<file path="src/tlt_pkg.sv">
// Shared types and constants for the triangle LFO tremolo block.
// Used by tlt_ctrl, tlt_dpath and triangle_lfo_tremolo; no dependencies.
package tlt_pkg;

    localparam int REG_W     = 15;            // rate_limit and depth width
    localparam int PHASE_W   = 16;            // triangle counter width
    localparam int PROD_W    = PHASE_W + REG_W; // phase * depth
    localparam int DIV_STEPS = PROD_W;        // one quotient bit per step
    localparam int CNT_W     = $clog2(DIV_STEPS);
    localparam int OUT_W     = 32;
    localparam int ADDR_W    = 3;
    localparam int DATA_W    = 32;

    // Operation codes of the input channel
    localparam logic [1:0] OP_SAMPLE  = 2'd0;
    localparam logic [1:0] OP_TICK    = 2'd1;
    localparam logic [1:0] OP_RESTART = 2'd2;

    // Register indexes (paddr[2])
    localparam logic REG_RATE  = 1'b0;
    localparam logic REG_DEPTH = 1'b1;

    localparam logic [REG_W-1:0] RATE_RESET  = REG_W'(1);
    localparam logic [REG_W-1:0] DEPTH_RESET = '0;

    localparam logic [OUT_W-1:0] SAT_MAX = {1'b0, {(OUT_W-1){1'b1}}};
    localparam logic [OUT_W-1:0] SAT_MIN = {1'b1, {(OUT_W-1){1'b0}}};

    typedef enum logic [4:0] {
        ST_IDLE = 5'b00001,
        ST_PROD = 5'b00010,
        ST_DIV  = 5'b00100,
        ST_GAIN = 5'b01000,
        ST_OUT  = 5'b10000
    } t_state;

    typedef struct packed {
        logic accept;     // latch input payload
        logic tick;       // advance triangle counter
        logic restart;    // phase to zero, rising
        logic load_prod;  // phase * depth into divider
        logic div_step;   // one restoring divide step
        logic load_gain;  // gain * sample
        logic load_out;   // saturate into output register
    } t_cmd;

    typedef struct packed {
        logic out_free;   // output register can take a result this cycle
        logic falling;    // current sweep direction
    } t_stat;

endpackage

</file>
<file path="src/triangle_lfo_tremolo.sv">
// Top level of the triangle LFO tremolo: APB register file, controller and datapath.
// Depends on tlt_pkg, tlt_ctrl and tlt_dpath.
//
//  channel | direction | handshake                    | payload
//  --------+-----------+------------------------------+---------------------------
//  input   | in        | i_in_valid / o_in_ready      | i_op, i_sample_in
//  output  | out       | o_out_valid / i_out_ready    | o_sample_out
//  config  | in        | psel, penable, pwrite, pready| paddr, pwdata, prdata
//
// A sweep tick or restart transaction is applied as it is accepted. An audio
// sample goes from acceptance through product, 31 restoring divide steps (one
// quotient bit per cycle), gain multiply and saturation into the output register.
// The next transaction is accepted while a result waits in the output register;
// a later sample stalls in its last step until that result is taken.
// Reset (synchronous, active low) clears FSM, phase, direction, depth; rate gets 1.
module triangle_lfo_tremolo #(
    parameter int SAMPLE_BITS = 16
) (
    input  logic                               i_clk,
    input  logic                               i_rst_n,
    input  logic                               i_in_valid,
    output logic                               o_in_ready,
    input  logic [1:0]                         i_op,
    input  logic signed [SAMPLE_BITS-1:0]      i_sample_in,
    output logic                               o_out_valid,
    input  logic                               i_out_ready,
    output logic signed [tlt_pkg::OUT_W-1:0]   o_sample_out,
    input  logic                               psel,
    input  logic                               penable,
    input  logic                               pwrite,
    input  logic [tlt_pkg::ADDR_W-1:0]         paddr,
    input  logic [tlt_pkg::DATA_W-1:0]         pwdata,
    output logic [tlt_pkg::DATA_W-1:0]         prdata,
    output logic                               pready
);
    import tlt_pkg::*;

    logic [REG_W-1:0]   r_rate_limit;
    logic [REG_W-1:0]   r_depth;
    logic               cfg_wr;
    logic               reg_idx;
    t_cmd               cmd;
    t_stat              stat;
    logic [PHASE_W-1:0] phase;

    assign pready  = 1'b1;
    assign reg_idx = paddr[2];
    assign cfg_wr  = psel && penable && pwrite && pready;

    always_ff @(posedge i_clk) begin
        if (!i_rst_n) begin
            r_rate_limit <= RATE_RESET;
            r_depth      <= DEPTH_RESET;
        end else if (cfg_wr) begin
            unique case (reg_idx)
                REG_RATE:  r_rate_limit <= pwdata[REG_W-1:0];
                REG_DEPTH: r_depth      <= pwdata[REG_W-1:0];
                default:   ;
            endcase
        end
    end

    always_comb begin
        unique case (reg_idx)
            REG_RATE:  prdata = DATA_W'(r_rate_limit);
            REG_DEPTH: prdata = DATA_W'(r_depth);
            default:   prdata = '0;
        endcase
    end

    tlt_ctrl u_ctrl (
        .i_clk      (i_clk),
        .i_rst_n    (i_rst_n),
        .i_in_valid (i_in_valid),
        .i_op       (i_op),
        .o_in_ready (o_in_ready),
        .o_cmd      (cmd),
        .i_stat     (stat)
    );

    tlt_dpath #(
        .SAMPLE_BITS (SAMPLE_BITS)
    ) u_dpath (
        .i_clk        (i_clk),
        .i_rst_n      (i_rst_n),
        .i_cmd        (cmd),
        .o_stat       (stat),
        .i_sample_in  (i_sample_in),
        .i_rate_limit (r_rate_limit),
        .i_depth      (r_depth),
        .o_phase      (phase),
        .i_out_ready  (i_out_ready),
        .o_out_valid  (o_out_valid),
        .o_sample_out (o_sample_out)
    );

    // A falling sweep always turns before the phase can sit at zero
    a_no_falling_at_zero: assert property (@(posedge i_clk) disable iff (!i_rst_n)
        !(stat.falling && phase == '0))
        else $error("falling direction with zero phase");

    // Ticks and restarts complete in the cycle they are accepted
    a_ctl_single_cycle: assert property (@(posedge i_clk) disable iff (!i_rst_n)
        (i_in_valid && o_in_ready && i_op != OP_SAMPLE) |=> o_in_ready)
        else $error("control transaction blocked the input");

    // A sample holds off new transactions while the divider runs
    a_sample_busy: assert property (@(posedge i_clk) disable iff (!i_rst_n)
        (i_in_valid && o_in_ready && i_op == OP_SAMPLE) |=> !o_in_ready)
        else $error("input accepted during sample processing");

    // A result is only loaded into a free output register
    a_out_no_overwrite: assert property (@(posedge i_clk) disable iff (!i_rst_n)
        cmd.load_out |-> (!o_out_valid || i_out_ready))
        else $error("output result overwritten");

endmodule

</file>
<file path="src/tlt_ctrl.sv">
// Controller FSM of the tremolo: input handshake, op decode, divide sequencing.
// Depends on tlt_pkg; drives tlt_dpath through t_cmd and reads t_stat.
module tlt_ctrl (
    input  logic               i_clk,
    input  logic               i_rst_n,
    input  logic               i_in_valid,
    input  logic [1:0]         i_op,
    output logic               o_in_ready,
    output tlt_pkg::t_cmd      o_cmd,
    input  tlt_pkg::t_stat     i_stat
);
    import tlt_pkg::*;

    t_state           r_state, n_state;
    logic [CNT_W-1:0] r_cnt, n_cnt;

    always_ff @(posedge i_clk) begin
        if (!i_rst_n) begin
            r_state <= ST_IDLE;
            r_cnt   <= '0;
        end else begin
            r_state <= n_state;
            r_cnt   <= n_cnt;
        end
    end

    always_comb begin
        n_state    = r_state;
        n_cnt      = r_cnt;
        o_cmd      = '0;
        o_in_ready = 1'b0;
        unique case (r_state)
            ST_IDLE: begin
                o_in_ready = 1'b1;
                if (i_in_valid) begin
                    o_cmd.accept = 1'b1;
                    // accept the unused op code; its only effect is latching the sample input
                    unique case (i_op)
                        OP_SAMPLE: begin
                            n_state = ST_PROD;
                        end
                        OP_TICK: begin
                            o_cmd.tick = 1'b1;
                        end
                        OP_RESTART: begin
                            o_cmd.restart = 1'b1;
                        end
                        default: ;
                    endcase
                end
            end
            ST_PROD: begin
                o_cmd.load_prod = 1'b1;
                n_cnt           = '0;
                n_state         = ST_DIV;
            end
            ST_DIV: begin
                o_cmd.div_step = 1'b1;
                if (r_cnt == CNT_W'(DIV_STEPS - 1)) begin
                    n_state = ST_GAIN;
                end else begin
                    n_cnt = r_cnt + CNT_W'(1);
                end
            end
            ST_GAIN: begin
                o_cmd.load_gain = 1'b1;
                n_state         = ST_OUT;
            end
            ST_OUT: begin
                // hold until the previous result has left
                if (i_stat.out_free) begin
                    o_cmd.load_out = 1'b1;
                    n_state        = ST_IDLE;
                end
            end
            default: begin
                n_state = ST_IDLE;
            end
        endcase
    end

endmodule

</file>
<file path="src/tlt_dpath.sv">
// Datapath of the tremolo: triangle counter, restoring divider, gain multiply,
// saturation and output register. Depends on tlt_pkg; sequenced by tlt_ctrl.
module tlt_dpath #(
    parameter int SAMPLE_BITS = 16
) (
    input  logic                            i_clk,
    input  logic                            i_rst_n,
    input  tlt_pkg::t_cmd                   i_cmd,
    output tlt_pkg::t_stat                  o_stat,
    input  logic signed [SAMPLE_BITS-1:0]   i_sample_in,
    input  logic [tlt_pkg::REG_W-1:0]       i_rate_limit,
    input  logic [tlt_pkg::REG_W-1:0]       i_depth,
    output logic [tlt_pkg::PHASE_W-1:0]     o_phase,
    input  logic                            i_out_ready,
    output logic                            o_out_valid,
    output logic signed [tlt_pkg::OUT_W-1:0] o_sample_out
);
    import tlt_pkg::*;

    localparam int MUL_W = PROD_W + 1 + SAMPLE_BITS;

    logic [PHASE_W-1:0]            r_phase, n_phase;
    logic                          r_falling, n_falling;
    logic signed [SAMPLE_BITS-1:0] r_sample;
    logic [PROD_W-1:0]             r_quo;
    logic [REG_W-1:0]              r_rem;
    logic signed [MUL_W-1:0]       r_mul;
    logic [OUT_W-1:0]              r_out;
    logic                          r_out_valid;

    logic [PHASE_W-1:0]            phase_inc, phase_dec;
    logic [REG_W:0]                rem_sh;
    logic [REG_W+1:0]              rem_diff;
    logic                          rem_ge;
    logic signed [MUL_W-1:0]       gain_ext, sample_ext;
    logic [MUL_W-OUT_W:0]          mul_hi;
    logic [OUT_W-1:0]              sat_val;

    // Triangle counter
    assign phase_inc = r_phase + PHASE_W'(1);
    assign phase_dec = r_phase - PHASE_W'(1);

    always_comb begin
        n_phase   = r_phase;
        n_falling = r_falling;
        if (i_cmd.restart) begin
            n_phase   = '0;
            n_falling = 1'b0;
        end else if (i_cmd.tick) begin
            if (!r_falling) begin
                n_phase = phase_inc;
                if (phase_inc > PHASE_W'(i_rate_limit)) begin
                    n_falling = 1'b1;
                end
            end else begin
                n_phase = phase_dec;
                if (phase_dec == '0) begin
                    n_falling = 1'b0;
                end
            end
        end
    end

    always_ff @(posedge i_clk) begin
        if (!i_rst_n) begin
            r_phase   <= '0;
            r_falling <= 1'b0;
        end else begin
            r_phase   <= n_phase;
            r_falling <= n_falling;
        end
    end

    // Restoring divide: shift dividend bits into the remainder, MSB first
    assign rem_sh   = {r_rem, r_quo[PROD_W-1]};
    assign rem_diff = {1'b0, rem_sh} - (REG_W+2)'(i_rate_limit);
    assign rem_ge   = !rem_diff[REG_W+1];

    assign gain_ext   = MUL_W'($signed({1'b0, r_quo}));
    assign sample_ext = MUL_W'(r_sample);

    // Saturate to the signed output range
    assign mul_hi  = r_mul[MUL_W-1:OUT_W-1];
    assign sat_val = ((&mul_hi) || !(|mul_hi)) ? r_mul[OUT_W-1:0]
                   : (r_mul[MUL_W-1] ? SAT_MIN : SAT_MAX);

    always_ff @(posedge i_clk) begin
        if (i_cmd.accept) begin
            r_sample <= i_sample_in;
        end
        if (i_cmd.load_prod) begin
            r_quo <= PROD_W'(r_phase) * PROD_W'(i_depth);
            r_rem <= '0;
        end else if (i_cmd.div_step) begin
            r_quo <= {r_quo[PROD_W-2:0], rem_ge};
            r_rem <= rem_ge ? rem_diff[REG_W-1:0] : rem_sh[REG_W-1:0];
        end
        if (i_cmd.load_gain) begin
            // zero divisor gives zero gain
            r_mul <= (i_rate_limit == '0) ? '0 : gain_ext * sample_ext;
        end
        if (i_cmd.load_out) begin
            r_out <= sat_val;
        end
    end

    always_ff @(posedge i_clk) begin
        if (!i_rst_n) begin
            r_out_valid <= 1'b0;
        end else if (i_cmd.load_out) begin
            r_out_valid <= 1'b1;
        end else if (i_out_ready) begin
            r_out_valid <= 1'b0;
        end
    end

    assign o_stat.out_free = !r_out_valid || i_out_ready;
    assign o_stat.falling  = r_falling;
    assign o_phase         = r_phase;
    assign o_out_valid     = r_out_valid;
    assign o_sample_out    = $signed(r_out);

endmodule
</file>
<file path="config.mk">
export PLATFORM = sky130hd
export DESIGN_NAME = triangle_lfo_tremolo
export DESIGN_NICKNAME = d
export VERILOG_FILES = /design/src/tlt_pkg.sv /design/src/triangle_lfo_tremolo.sv /design/src/tlt_ctrl.sv /design/src/tlt_dpath.sv
export SDC_FILE = /design/constraint.sdc
export NUM_CORES = 2
export LEC_CHECK = 0
export ABC_AREA = 1
export BUFFER_PORTS_ARGS = -buffer_cell sky130_fd_sc_hd__buf_2
export CAP_MARGIN = 30
export CORE_ASPECT_RATIO = 1.4
export CORE_MARGIN = 2
export CORE_UTILIZATION = 42
export DETAILED_ROUTE_END_ITERATION = 10
export GPL_TIMING_DRIVEN = 0
export SYNTH_ARGS = -nofsm -noshare
export SYNTH_HDL_FRONTEND = slang
export SYNTH_SLANG_ARGS = --single-unit
</file>
<file path="constraint.sdc">
create_clock -name i_clk -period 6.4 [get_ports i_clk]
set_input_delay 0.32 -clock i_clk [delete_from_list [all_inputs] [get_ports i_clk]]
set_output_delay 0.32 -clock i_clk [all_outputs]
set_load 0.05 [all_outputs]
</file>
==> metrics <==
most common cell after layout, fill and taps aside=inv_1; Mapped Avg Cell Area=7.563 um^2; setup ws final=0.1813 ns; vias per inst=5.067; worst hold path class=input port to flop; post-synthesis async set-or-reset flop share=0; first-pass iteration count of the detailed router=9; synth warn=0; Final Setup Violations=0; top-area cell type share of the netlist area=0.3270; post-synthesis mux area share=0; post-synth top area cell=fa_1; CTS tree=done; Most used DFF post-synth=edfxtp_1; Post-Syn Area=0.03581 mm^2; DP Worst Slack=-0.7261 ns; 1st-iter DRT viols=1938; status=completed; internal reg-to-reg setup slack=0.18 ns; critical path launch point type=flop; number of global-route vias before repair=31270; synth top area cells=fa_1, inv_1, nand2_1; row count=126; commonest cells after routing, fill and taps aside=inv_1, nand2_1, fa_1; clk sinks=200; CTS clk-pin slew, worst paths=0.09 ns; Seq/Total Area, Yosys=0.1473; Seq. cell area=0.005290 mm^2; Max Slew Vio Count=0; core area=0.08434 mm^2; Cells after Synth=4735; Total Wirelength=114600 um; final net count=5795; DP HPWL=94840 um; Die W=250.8 um; min Tclk post-route=6.219 ns; Distinct cells, synth=57; CTS Buffer Depth=2; Routed WL per cell=19.20 um; final core occ=0.4622; final period utilization=0.9717; fraction of the mapped netlist area in compound gates=0.06338; Slew @ Worst Pin=0.7211 ns; Top Ports=127; CP arrival=6.48 ns; critical path required time=6.66 ns; maxcap violations=0; grt total ovfl=0; fill count=8638; initial core utilization=0.4246; CTS root buffer=clkbuf_16; worst-path maximum fanout=10; Routed Antenna Nets=0; Die ar.=0.08765 mm^2; Worst-Skew Late Latency=0.51 ns; initial antenna violation count=0; number of synthesized flops with an enable pin=127; total number of vias=30250; share of layout cells above drive strength 1=0.08584; PortBufs=89; fmax=160.8 MHz; die height=349.5 um; final hold violation count=0; Crit Path Class=flop to flop; largest family of logic cells by synthesized area=adder cells; Max transition margin=0.5193; first-pass GRT wire length=177000 um; RePlAce Congestion=0.9795; Yosys reg bits=200; Synth Area in XOR/XNOR=0.01076; Post-Synth Simple-Gate Area=0.1915; H-tree lvl count=4; # DRC=0; Area growth, synth to finish=8.867%; CP endpoint kind=flop; CTS Buf Count=17; post-synthesis adder-cell area fraction=0.4255; Global Route Usage Sum=0.2695; area of the multi-input gates=0.02489 mm^2; maximum number of pins on one net before global-route repair=33; worst setup skew after layout=0.02887 ns; ant diodes=0
## metal layers
layer	global-route usage	share of wire	vias up
met3	0.04560	0.061	360
met2	0.4813	0.50	1122
met1	0.2854	0.35	14610
met4	0.2004	0.089	0
li1	-	-	14160
met5	0	0	-
## worst max-delay path, cell delays in order (launching register included)
cell and delay [ns]:
edfxtp_1 0.53, inv_4 0.22, buf_4 0.25, nor2_1 0.07
fa_1 0.51, fa_1 0.45, fa_1 0.54, fa_1 0.43
fa_1 0.49, inv_1 0.05, fa_1 0.68, inv_1 0.08
ha_1 0.41, nand2_2 0.13, nor2_2 0.17, inv_2 0.06
nor2_2 0.21, inv_2 0.09, nor3_2 0.14, nand3_1 0.09
nand3_1 0.16, nand2_1 0.07, nand2_1 0.05, nor2_1 0.07
## worst paths after layout
| path | start | depth (start not counted) | endpoint |
|---|---|---|---|
| worst max register to register | u_dpath.r_sample[15] | 23 | u_dpath.r_mul[36] |
| worst min register to register | u_dpath.r_rem[8] | 2 | u_dpath.r_rem[8] |
| worst max-delay path | u_dpath.r_sample[15] | 23 | u_dpath.r_mul[36] |
| worst min-delay path | i_sample_in[5] | 1 | u_dpath.r_sample[5] |
## cell families after synthesis
logic type / Yosys count
adder cells (fa/ha/maj): 867
buffers and inverters: 1509
AO/OA/AOI/OAI: 419
XOR/XNOR: 44
other: 2
AND/OR/NAND/NOR: 1694
flip-flops: 200
## metrics by stage
stage          hold slack (ns)  area [um^2]  instances   TNS [ns]
2_1_floorplan           0.4189        35870       4751          0
4_1_cts               0.004245        38490       5938          0
3_3_place_gp            0.4606        37680       5928     -18.35
5_1_grt                0.01223        38990       5969  -0.004984
6_report               0.02678        38990       5969          0
3_5_place_dp            0.4623        37810       5935     -19.99
## Yosys cell counts, drive strengths merged (2+ instances only)
cell type and instances:
a21boi 4, a21o 9, a21oi 170, a22oi 3, a31oi 9, buf 58
clkbuf 168, clkinv 3, conb 2, dfxtp 73, edfxtp 127, fa 585
ha 282, inv 1280, nand2 1218, nand3 114, nand3b 4, nand4 30
nor2 275, nor3 31, nor4 7, o211ai 7, o21a 6, o21ai 200
o21bai 6, or2 13, xnor2 23, xor2 21
## flip-flops by register name, indices dropped and copies added, names as in the netlist
| name | count |
|---|---|
| u_dpath.r_mul | 48 |
| u_dpath.o_out_valid | 1 |
| u_dpath.r_rem | 15 |
| u_dpath.o_sample_out | 32 |
| r_rate_limit | 15 |
| u_dpath.o_phase | 16 |
| u_dpath.r_quo | 31 |
| u_ctrl.r_state | 5 |
| u_ctrl.r_cnt | 5 |
| u_dpath.r_sample | 16 |
| u_dpath.r_falling | 1 |
| r_depth | 15 |
## repair_timing
action,in CTS,in global routing
buffers inserted,12,43
setup endpoints to repair,53,41
pin swaps,0,2
hold endpoints to repair,4,0
resized for setup,87,187
hold buffers,4,0
## final cells by class
| class | instances | area share |
|---|---|---|
| Multi-Input combinational cell | 3042 | 0.6385 |
| Sequential cell | 200 | 0.1357 |
| Inverter | 1283 | 0.1236 |
| Tap cell | 1088 | 0.03492 |
| Timing Repair Buffer | 155 | 0.02612 |
| Buffer | 169 | 0.02551 |
| Clock buffer | 18 | 0.01101 |
| Clock inverter | 14 | 0.004653 |
Power is not shown: default switching activity piles up to over one toggle a cycle in this logic, so the estimate is an artifact.
